`src/hdl/swbl_ram.sv`:
```
// ============================================================================
// swbl_ram: generic single-port-write, single-port-read RAM
// One write and one registered read per cycle.
// ============================================================================
`default_nettype none

module swbl_ram #(
  parameter int unsigned WIDTH = 8,
  parameter int unsigned DEPTH = 16
) (
  input  logic                     clk,
  input  logic                     we,
  input  logic [$clog2(DEPTH)-1:0] waddr,
  input  logic [WIDTH-1:0]         wdata,
  input  logic [$clog2(DEPTH)-1:0] raddr,
  output logic [WIDTH-1:0]         rdata
);

  logic [WIDTH-1:0] mem [DEPTH];

  always_ff @(posedge clk) begin
    if (we) begin
      mem[waddr] <= wdata;
    end
    rdata <= mem[raddr];
  end

endmodule

`default_nettype wire

```
`config.mk`:
```
export PLATFORM = sky130hd
export DESIGN_NAME = swbl_ram
export DESIGN_NICKNAME = d
export VERILOG_FILES = /design/src/hdl/swbl_ram.sv
export SDC_FILE = /design/constraint.sdc
export NUM_CORES = 1
export LEC_CHECK = 0
export BUFFER_PORTS_ARGS = -buffer_cell sky130_fd_sc_hd__buf_2
export CAP_MARGIN = 20
export CORE_MARGIN = 8
export CORE_UTILIZATION = 50
export CTS_BUF_LIST = sky130_fd_sc_hd__clkbuf_8
export DETAILED_ROUTE_END_ITERATION = 12
export PLACE_DENSITY = 0.67
export RECOVER_POWER = 100
export SLEW_MARGIN = 15
export SYNTH_ARGS = -nofsm -noshare
export SYNTH_HDL_FRONTEND = slang
export SYNTH_SLANG_ARGS = --single-unit
```
`constraint.sdc`:
```
create_clock -name clk -period 3.1 [get_ports clk]
set_input_delay 0.465 -clock clk [delete_from_list [all_inputs] [get_ports clk]]
set_output_delay 0.465 -clock clk [all_outputs]
set_load 0.005 [all_outputs]
```
* Word-level counts from Yosys, hierarchy flattened
Memories as Yosys holds them, arrays and structs flattened. A register that Yosys moved wholly into a read port is not among the register bits. Cells that the tools add are included. Widths: inputs -> output; s select.
Cells by class: add/subtract/negate cells 0, $mul 0, div/mod/pow operators 0, order comparisons 0, equal/unequal tests 0, shift operators 0, multiplexer cells 2, bitwise gates (word level) 0, reductions and logical operators 0
Operator list (count):
- $mux 1 | 2
Word-level totals: register bits after elaboration 0, bits in latches 0, RAM bits 128, bits in read-only memories 0, logic and storage cells 3, memories 1
Memories:
- mem | depth 16, bits a word 8, rd ports 1, clocked after memory_dff 1, write ports 1, RTL line 19 | logic [WIDTH-1:0] mem [DEPTH];

* Logic depth before layout (Yosys ltp)
depth after elaboration 2, gate-level depth with buffers 5, depth with buffers taken out 3

* Worst setup path before layout
Ideal clock, no wire load.
kind input-to-reg, start point in waddr[2], end point mem mem[0][0] (enable), arrival time 1.575 ns, required time 2.717 ns, slack 1.142 ns, stages on the path 2, path through or3b_2 nor3_1
RTL lines:
- from (decl) | RTL line 13 | input logic [$clog2(DEPTH)-1:0] waddr,
- to (decl) | RTL line 19
No word-level cell before the write port.

* Worst setup path in the final report
start point in waddr[2], end point mem mem[0][3] (enable)
No word-level cell before the write port.

==> flow_metrics.py <==
metrics = {
    "synth": {
        "yosysTopAreaCellShare": 0.747,
        "ys_seq_elements": 136,
        "synth_area_leader_cell": "edfxtp_1",
        "synth.area.top_cells": "edfxtp_1 75%, mux4_2 7.9%, mux4_1 7.1%, dfxtp_1 3.1%, a22oi_1 2.3%",
        "syn_inst": 229,
        "yosysUniqueCellTypes": 19,
        "netlist_area_mm2": 0.00515,
        "synth_fp_nets": 247,
        "seq_area_frac_synth": 0.778,
        "syn_area_per_cell_um2": 22.5,
        "synth.yosys.warnings": 0,
    },
    "clock_tree": {
        "tritoncts": "built",
        "cts_root_buffer": "clkbuf_8",
        "clk_latency_ns": 0.42,
        "clock-sinks": 136,
        "postCtsHoldBufs": 0,
        "htree_levels": 4,
        "clkTransAtPathRegs_ns": 0.08,
        "clockBufferDepth": 2,
        "cts_resized": 0,
        "cts_buffers": 17,
        "post-cts-setup-buffer-count": 0,
    },
    "timing": {
        "setup_slack_ns": 1.42,
        "slew_headroom": 0.358,
        "finalClockSkew_ns": 0.00787,
        "layout_min_cycle_time_ns": 1.68,
        "post-route-period-util": 0.543,
        "slew_violations": 0,
        "whs_ns": 0.561,
        "setup_viol_count_final": 0,
        "hold_viol": 0,
        "rsz0062_at_grt": "false",
        "worst_slew_pin_slew_ns": 0.959,
        "max_freq_mhz": 594,
        "tns_ns": 0,
    },
    "global_route": {
        "antenna_found_initial": 0,
        "grt_pass1_wl_mm": 14.4,
        "grt_use_total": 0.143,
        "grt_pass1_vias": 2526,
        "grt_max_degree": 33,
        "grt_overflow": 0,
    },
    "critical_path": {
        "crit_type": "input pin to flop",
        "worst-path-max-fanout": 8,
        "cp-end-kind": "flop",
        "reg2reg_depth": 3,
        "start_kind": "input pin",
        "cp_data_required_time_ns": 3.15,
        "critPathArrivalTime_ns": 1.73,
    },
    "routing": {
        "drt_iter0_drc": 191,
        "avgRoutedWirePerCell_um": 22.4,
        "postRouteAntennaNets": 0,
        "firstDrtPassIters": 4,
        "vias": 2369,
        "totalWireLength_mm": 9.49,
        "viasPerCell": 5.59,
        "drc": 0,
    },
    "finish": {
        "design_area_mm2": 0.00582,
        "mostFrequentLayoutCells": "128 x edfxtp_1, 29 x clkbuf_1, 18 x mux4_2",
        "layout_commonest_cell": "edfxtp_1",
        "num_antenna_cells": 0,
        "post-route-util": 0.574,
        "final_layout_size_suffix_gt1_frac": 0.205,
        "nNetsFinal": 293,
        "syn2layout_area_growth_pct": 13.1,
    },
    "pwr": {
        "power_density_mw_per_mm2": 644,
        "power.leakage_nw": 1.87,
        "ir_worst_vdd_mv": 0.310,
    },
    "hold_path": {
        "hold_class": "input pin to flop",
        "min_path_cells": 1,
    },
    "floorplan": {
        "dieArea_mm2": 0.0138,
        "rows": 37,
        "core_mm2": 0.0101,
        "chipHeight_um": 117,
        "die_w_um": 117,
        "initial_core_util": 0.508,
        "pin_count": 26,
    },
    "placed_design": {
        "io_buffers": 25,
        "gp_congestion": 0.691,
        "post_dp_cell_area_mm2": 0.00546,
        "pre_cts_ws_ns": 1.07,
        "dpl.hpwl_mm": 5.76,
    },
    "flow_run": {
        "max_cap_viol_count": 0,
    },
    "outcome": {
        "outcome": "complete, no violations",
    },
}
[cell usage after synthesis (all sizes together)]
cell           instances
dfxtp                  8
and2b                  1
nor2b                  1
or3b                   1
nor2                  13
and2                   1
nand3b                 2
nand2                  9
edfxtp               128
a22oi                 16
nand2b                 2
clkdlybuf4s25          3
nor3                   4
mux4                  32
nand3                  1
buf                    7
[cell type report]
type | instances | area (um^2)
multi-input cells | 83 | 1060
fillers | 748 | 4320
repair buffers | 37 | 164
clock inverters | 15 | 191
well taps | 136 | 170
flip-flops and latches | 136 | 4000
clock buffers | 17 | 234
[worst paths after layout]
kind / startpoint / slack (ns) / end
max reg2reg: mem[9][4] / 1.76 / rdata[4]
min reg2reg: mem[11][3] / 0.68 / rdata[3]
max: waddr[2] / 1.42 / mem[0][3]
min: wdata[5] / 0.56 / mem[2][5]
[power breakdown]
group | switching, W | total [W] | internal (W)
Clock | 0.000701 | 0.00151 | 0.000813
Sequential | 0.0000134 | 0.00207 | 0.00205
Combinational | 0.0000995 | 0.000171 | 0.0000713
Total | 0.000814 | 0.00375 | 0.00294
[cell families (layout without fill, tap and decap cells)]
family | count (synthesis) | count (layout) | synth area share
DFF | 136 | 136 | 0.778
and+or+nand+nor | 35 | 35 | 0.0318
muxes | 32 | 32 | 0.150
AOI/OAI and AO/OA | 16 | 16 | 0.0233
buffers and inverters | 10 | 69 | 0.0168
[worst max-delay path: stages]
cell	delay, ns
clkbuf_1	0.10
or3b_2	0.52
nor3_1	0.15
clkbuf_1	0.50
[sequential cells by signal, summed over array words and instances (netlist names)]
signal,flops
rdata,8
mem,128
[layer usage]
layer  wire length, um  GRT usage
met5                 0          0
met4               147     0.0608
met1              4010      0.183
met2              4700      0.223
met3               636     0.0422
[through the flow]
stage / cells / power, W
floorplan: 229 / 0.00221
global placement: 392 / 0.00228
detailed placement: 392 / 0.00229
CTS: 424 / 0.00379
global route: 424 / 0.00387
finish: 424 / 0.00375
(Power assumes the default switching activity.)
