**config.mk**
```make
export PLATFORM = sky130hd
export DESIGN_NAME = swbl_rate_check
export DESIGN_NICKNAME = d
export VERILOG_FILES = /design/src/hdl/swbl_pkg.sv /design/src/hdl/swbl_rate_check.sv
export SDC_FILE = /design/constraint.sdc
export NUM_CORES = 2
export LEC_CHECK = 0
export BUFFER_PORTS_ARGS = -buffer_cell sky130_fd_sc_hd__buf_4
export CAP_MARGIN = 25
export CORE_UTILIZATION = 35
export CTS_BUF_LIST = sky130_fd_sc_hd__clkbuf_16
export DETAILED_ROUTE_END_ITERATION = 7
export PLACE_DENSITY = 0.53
export SYNTH_ARGS = -nofsm -noshare
export SYNTH_HDL_FRONTEND = slang
export SYNTH_SLANG_ARGS = --single-unit
```
**constraint.sdc**
```tcl
create_clock -name clk -period 15.55 [get_ports clk]
set_clock_uncertainty 0.05 [all_clocks]
set_input_delay 3.11 -clock clk [delete_from_list [all_inputs] [get_ports clk]]
set_output_delay 3.11 -clock clk [all_outputs]
set_load 0.01 [all_outputs]
```
**src/hdl/swbl_pkg.sv**
```systemverilog
// ============================================================================
// swbl_pkg: shared definitions for the sliding window bandwidth limiter
// Slot ring geometry, field widths, the rate constant and the structs that
// pass between the top level and the rate check unit.
// ============================================================================
`default_nettype none

package swbl_pkg;

  localparam int unsigned SLOT_COUNT = 1024;
  localparam int unsigned PTR_W      = $clog2(SLOT_COUNT);
  localparam int unsigned TIME_W     = 64;
  localparam int unsigned BYTE_W     = 32;
  localparam int unsigned LIMIT_W    = 32;
  localparam int unsigned MUL_W      = 32;
  localparam int unsigned PROD_W     = 2 * MUL_W;
  localparam int unsigned WIDE_W     = TIME_W + LIMIT_W;

  // Picoseconds per second divided by 1024 bytes per kilobyte.
  localparam logic [MUL_W-1:0] PS_PER_SEC_OVER_KB = 32'd976562500;

  typedef logic [PTR_W-1:0] ptr_t;

  localparam ptr_t PTR_LAST = ptr_t'(SLOT_COUNT - 1);

  typedef struct packed {
    logic [TIME_W-1:0] slot_time;
    logic [BYTE_W-1:0] slot_bytes;
  } slot_t;

  localparam int unsigned SLOT_W = $bits(slot_t);

  typedef struct packed {
    logic               start;
    logic [BYTE_W-1:0]  byte_sum;
    logic [TIME_W-1:0]  span;
    logic [LIMIT_W-1:0] limit;
  } check_req_t;

  typedef struct packed {
    logic done;
    logic below;
  } check_rsp_t;

endpackage

`default_nettype wire

```
**src/hdl/swbl_rate_check.sv**
```systemverilog
// ============================================================================
// swbl_rate_check: iterative window rate compare
// Decides byte_sum * 976562500 / span < limit as byte_sum * 976562500 <
// limit * span, using one shared 32x32 multiplier over three passes.
// ============================================================================
`default_nettype none

module swbl_rate_check (
  input  logic                 clk,
  input  logic                 rst,
  input  swbl_pkg::check_req_t req,
  output swbl_pkg::check_rsp_t rsp
);

  typedef enum logic [4:0] {
    CK_IDLE  = 5'b00001,
    CK_MUL_A = 5'b00010,
    CK_MUL_B = 5'b00100,
    CK_MUL_C = 5'b01000,
    CK_CMP   = 5'b10000
  } ck_state_t;

  ck_state_t state;
  ck_state_t state_next;

  logic [swbl_pkg::MUL_W-1:0]  mul_a;
  logic [swbl_pkg::MUL_W-1:0]  mul_b;
  logic [swbl_pkg::PROD_W-1:0] mul_q;
  logic [swbl_pkg::PROD_W-1:0] rate_prod;
  logic [swbl_pkg::PROD_W-1:0] limit_lo;
  logic [swbl_pkg::WIDE_W-1:0] limit_span;

  always_comb begin
    state_next = state;
    mul_a      = '0;
    mul_b      = '0;
    unique case (state)
      CK_IDLE: begin
        if (req.start) begin
          state_next = CK_MUL_A;
        end
      end
      CK_MUL_A: begin
        mul_a      = req.byte_sum;
        mul_b      = swbl_pkg::PS_PER_SEC_OVER_KB;
        state_next = CK_MUL_B;
      end
      CK_MUL_B: begin
        mul_a      = req.limit;
        mul_b      = req.span[swbl_pkg::MUL_W-1:0];
        state_next = CK_MUL_C;
      end
      CK_MUL_C: begin
        mul_a      = req.limit;
        mul_b      = req.span[swbl_pkg::TIME_W-1:swbl_pkg::MUL_W];
        state_next = CK_CMP;
      end
      CK_CMP: begin
        state_next = CK_IDLE;
      end
      default: begin
        state_next = CK_IDLE;
      end
    endcase
  end

  always_ff @(posedge clk) begin
    if (rst) begin
      state <= CK_IDLE;
    end else begin
      state <= state_next;
    end
  end

  always_ff @(posedge clk) begin
    mul_q <= mul_a * mul_b;
    if (state == CK_MUL_B) begin
      rate_prod <= mul_q;
    end
    if (state == CK_MUL_C) begin
      limit_lo <= mul_q;
    end
  end

  assign limit_span = {mul_q, {swbl_pkg::MUL_W{1'b0}}}
                    + {{(swbl_pkg::WIDE_W - swbl_pkg::PROD_W){1'b0}}, limit_lo};

  assign rsp.done  = (state == CK_CMP);
  assign rsp.below = {{(swbl_pkg::WIDE_W - swbl_pkg::PROD_W){1'b0}}, rate_prod} < limit_span;

endmodule

`default_nettype wire

```
Yosys cells after proc, flatten, opt, wreduce, memory -nomap -nowiden
Index checks and enable logic that the tools add are counted.
W data, S select, Z words.
- $lt $le $gt $ge: 1
- bitwise logic cells: 0
- add/sub/neg operators: 1
- multiplexer cells: 4
- div/mod/pow operators: 0
- reductions and logical operators: 1
- shifts and indexed selects: 0
- multiply operators: 1
- equal/unequal tests: 6
- operators with widths (operator ; count):
    $add A96 B64 Y96 ; 1
    $lt A64 B96 Y1 ; 1
    $pmux W32 S3 ; 1
    $mul A32 B32 Y64 ; 1
    $pmux W32 S2 ; 1
    $pmux W5 S4 ; 1
    $eq A5 B1 Y1 const B ; 1
    $eq A5 B2 Y1 const B ; 1
    $eq A5 B3 Y1 const B ; 1
    $eq A5 B4 Y1 const B ; 1
    $eq A5 B5 Y1 const B ; 1
    $mux W5 ; 1
    $ne A2 B2 Y1 const B ; 1
    $reduce_or A2 Y1 ; 1
- bits in latches: 0
- memories kept: 0
- bits in writable memories: 0
- input bits: 131
- word-level logic and storage cells: 18
- output and inout port bits: 2
- memory bits (read-only): 0
- flip-flop bits (word level): 197

Longest topological paths before layout
- depth in word-level cells: 4
- gate-level depth with buffers: 39

Worst setup path after synthesis
OpenSTA, ideal clock, no wires.
- path type: flip-flop to flip-flop
- start point: reg state[2]
- end point: reg mul_q[63] in the netlist's numbering
- period minus slack after synthesis: 11033 ps
- required time: 15378 ps
- library setup time: 122 ps
- setup slack: 4517 ps
- arrival: 10861 ps
- path buffers: 3
- cell stages (with the launch flop): 32
- path through: dfxtp_1 > or3_1 > nor3b_1 > clkbuf_1 > buf_1 > a22o_1 > nand2_1 > fa_1 > inv_1 > fa_1 > inv_1 > fa_1 > fa_1 > inv_1 > fa_1 > fa_1 > fa_1 > fa_1 > ha_1 > clkbuf_1 > a21o_1 > a21o_1 > a221oi_1 > o21ai_0 > o2bb2ai_1 > a21o_1 > a311oi_2 > o21a_1 > nor2_1 > a221oi_2 > nor4_1 > a311o_1
- longest elaborated chain between the ends: 4
- ends and longest elaborated chain (element ; line ; text):
    from (decl) ; swbl_rate_check.sv:23 ; ck_state_t state;
    from (signal assigned) ; swbl_rate_check.sv:71 ; state <= state_next;
    $eq A5 B3 Y1 / $eq A5 B4 Y1 (equally long branches) ; swbl_rate_check.sv:37 ; unique case (state)
    $reduce_or A2 Y1 (no source line) ; -- ;
    $pmux W32 S2 ; swbl_rate_check.sv:37 ;
    $mul A32 B32 Y64 (*) ; swbl_rate_check.sv:76 ; mul_q <= mul_a * mul_b;
    to (signal assigned) ; swbl_rate_check.sv:76 ;
    to (decl) ; swbl_rate_check.sv:28 ; logic [swbl_pkg::PROD_W-1:0] mul_q;
Mark *: on every way between the ends. The rest lies on a longest branch, timed or not.
A chain may end at the register's enable or synchronous reset.

Final worst setup path
- start point: in req[67] in the netlist's numbering
- end point: reg mul_q[62] in the netlist's numbering
- longest elaborated chain between the ends: 2
- ends and longest elaborated chain (element ; line ; text):
    from (decl) ; swbl_rate_check.sv:11 ; input swbl_pkg::check_req_t req,
    $pmux W32 S3 ; swbl_rate_check.sv:37 ;
    $mul A32 B32 Y64 ; swbl_rate_check.sv:76 ;
No other way between the ends.

==> summary.txt <==
Outcome
  – Status: finished clean

Clock tree
  – CTS hold repair buffers: 0
  – CTS tree: done
  – Setup Buffers After CTS: 0
  – H-tree depth: 4
  – Skew-Pair Late Insertion Delay: 0.46 ns
  – Clock transition at the registers of the reported paths: 0.08 ns
  – Post_cts resized: 0
  – Clock sinks: 197
  – Buffer levels on the longest clock path: 2
  – Clock Tree Root: clkbuf_16
  – Total CTS buffers: 17

Drt
  – Detail Route met2 WL: 69.6 mm
  – DR vias: between 30000 and 40000
  – Post-route ant nets: 0
  – Post-route DRC violation count: 0
  – First-pass DRT Iterations: 5
  – Post-Route WL: approximately 150 mm
  – M1 wire length: 62.6 mm
  – Routed length per instance: 23.8 um
  – DRT iter0 DRCs: 2671
  – Via/cell ratio: about 5.3
  – Top Layer Used: met4
  – Routed length on met3: 11.6 mm

Synthesis
  – Cell taking the most area after synthesis: fa_1
  – Synth top cells by count: inv_1 (913), fa_1 (897), nor2_1 (672), nand2_1 (537), ha_1 (358)
  – Syn nets: between 6000 and 7000
  – Top FF cell, synth: edfxtp_1
  – Number of flops mapped to enable cells by yosys: between 100 and 150
  – Mapped Area: 0.0426 mm^2
  – Cells after synthesis: 4678
  – Async SR Flop Fraction: 0
  – Mean area per synthesized cell: 9.10 um^2
  – Most frequent cell after synthesis: inv_1
  – Warnings from Yosys: 0
  – Synth Register Bits: 197
  – Synth area leaders: fa_1 (42%), ha_1 (11%), edfxtp_1 (9.0%)
  – Synth cell types: 76
  – Sequential share of the synthesized area: 0.123
  – Synth top area share: 0.422

Layout
  – Share of layout cells above drive strength 1: 0.0712
  – Final design utilization: 0.386
  – Final nets: 6081
  – Finished Layout Cells: ~6300
  – Multi-input logic area: 0.0333 mm^2
  – Area growth syn-to-layout: 8.91%
  – # fillers: 12300
  – Register Area: approximately 0.0052 mm^2

Pwr
  – Peak supply drop: 82.1 uV
  – Power Density: 25.7 mW/mm^2
  – Static Leak: 22.2 nW

STA
  – Fin Setup TNS: 0 ns
  – Fmax: 0.0843 GHz
  – Hold_ws: about 0.43 ns
  – Slew headroom: 0.204
  – Max-slew violations: 0
  – Final worst path period share: 0.763
  – RSZ-0062 raised after global routing: no
  – Slew @ Worst Pin: 1.19 ns
  – Min Clock Period, post-route: ~12 ns
  – Final Setup Violations: 0
  – Fin. Hold Viols: 0

Place
  – Post-DP HPWL: between 100 and 150 mm
  – PortBufs: 132
  – Placed insts: 6286
  – Gp weighted congestion: 0.956

Die
  – Row Count: 127
  – Die W: 351 um
  – Initial Util: 0.354
  – Core ar.: 0.120 mm^2
  – DIE AREA: around 0.12 mm^2
  – # IOs: 133
  – Die Y: 351 um

Global routing
  – Gr usage total: 0.249
  – Number of global-route vias before repair: between 30000 and 40000
  – Initial antenna violation count: 5
  – Remaining global-route overflow: 0
  – Global-route wire length before repair: about 220 mm
  – Pin count of the biggest net entering global routing: 56

Worst setup path
  – Nature of the critical path endpoint: flip-flop
  – Required time of the critical path: approximately 16 ns
  – Reg-to-reg slack, setup: 4.11 ns
  – Crit-path max FO: 13
  – Worst setup path class: in -> reg
  – Arrival time worst endpoint: approximately 12 ns
  – CP startpoint kind: input pin

Flow run
  – Max-Cap Viols: 0

Hold path
  – Worst min path class: reg -> reg
final timing paths:
check	startpoint	end	cells after the start
worst max-delay path	req[67]	mul_q[62]	28
worst min-delay path	mul_q[31]	limit_lo[31]	0
worst max register to register	state[2]	mul_q[62]	33
worst min register to register	mul_q[31]	limit_lo[31]	0
through the flow:
step / worst slack [ns] / cell area, um^2 / power, mW
after floorplan: 4.52 / 42600 / 0.635
after global placement: 3.23 / 45700 / 0.733
after detailed placement: 3.16 / 45700 / 0.734
after CTS: 3.65 / 46300 / 1.20
after global routing: 3.14 / 46400 / 1.23
final: 3.69 / 46400 / 1.19
per-layer routing:
layer / track usage / up-vias
met2: 0.405 / 1368
met4: 0.0979 / 0
met3: 0.0338 / 276
met5: 0 / -
li1: - / 14600
met1: 0.335 / 17400
cell usage in the layout, fill, tap and decap left out, types with 12 or more instances in the layout:
master and instances:
inv_1 913, fa_1 897, nor2_1 672, nand2_1 536, ha_1 358, buf_4 231, edfxtp_1 128, a21oi_1 121
dfxtp_1 69, o21ai_0 68, a21o_1 60, xnor2_1 53, a22o_1 51, nand3_1 44, nand4_1 42, xor2_1 39
a22oi_1 34, nor3_1 30, and3_1 22, a22oi_2 20, nand2b_1 20, a211oi_1 20, a221o_1 17, clkbuf_16 17
a31oi_1 16, nor2b_1 14, nor4_1 14, o21a_1 13, o21bai_1 13, or2_2 12
cell type report:
type	count	share of cell area
Multi-Input combinational cell	3331	0.717
Sequential cell	197	0.113
Inverter	913	0.0739
Tap cell	1612	0.0435
Timing Repair Buffer	235	0.0393
Clock buffer	17	0.00917
Clock inverter	15	0.00423
Antenna cell	2	0.000108
registers in the layout, summed over array words and instances (netlist names):
| signal | count |
|---|---|
| mul_q | 64 |
| rate_prod | 64 |
| limit_lo | 64 |
| state | 5 |
worst max-delay path, stage by stage:
cell and delay, ns:
buf_4 0.12, a22oi_2 0.91, buf_4 0.39, nor2_1 0.09
fa_1 0.51, inv_1 0.05, fa_1 0.50, fa_1 0.44
fa_1 0.56, inv_1 0.06, fa_1 0.52, inv_1 0.06
fa_1 0.53, inv_1 0.05, fa_1 0.49, fa_1 0.43
ha_1 0.39, and3_1 0.23, nand2_1 0.06, o311ai_1 0.61
a21oi_1 0.34, o21ai_1 0.41, a21oi_1 0.24, o31a_1 0.34
a21oi_1 0.21, o41ai_1 0.12, o21ai_0 0.24, xor2_1 0.17
report_power, final:
part	switching (mW)	total [mW]	internal, mW	leakage, nW
clock network	0.243	0.465	0.222	0.299
logic	0.112	0.166	0.0532	19.9
registers	0.00696	0.561	0.554	1.99
kinds of logic (layout without fill, tap and decap cells):
group | after synthesis | count (layout) | synth area share
compound gates | 521 | 521 | 0.0856
xor+xnor | 92 | 92 | 0.0189
fa+ha+maj | 1255 | 1255 | 0.527
buf+inv | 1150 | 1180 | 0.102
flops | 197 | 197 | 0.123
mux | 8 | 8 | 0.00197
other cells | 0 | 2 | 0
simple gates | 1455 | 1455 | 0.142
No activity file was read; power rests on OpenSTA's default activity.
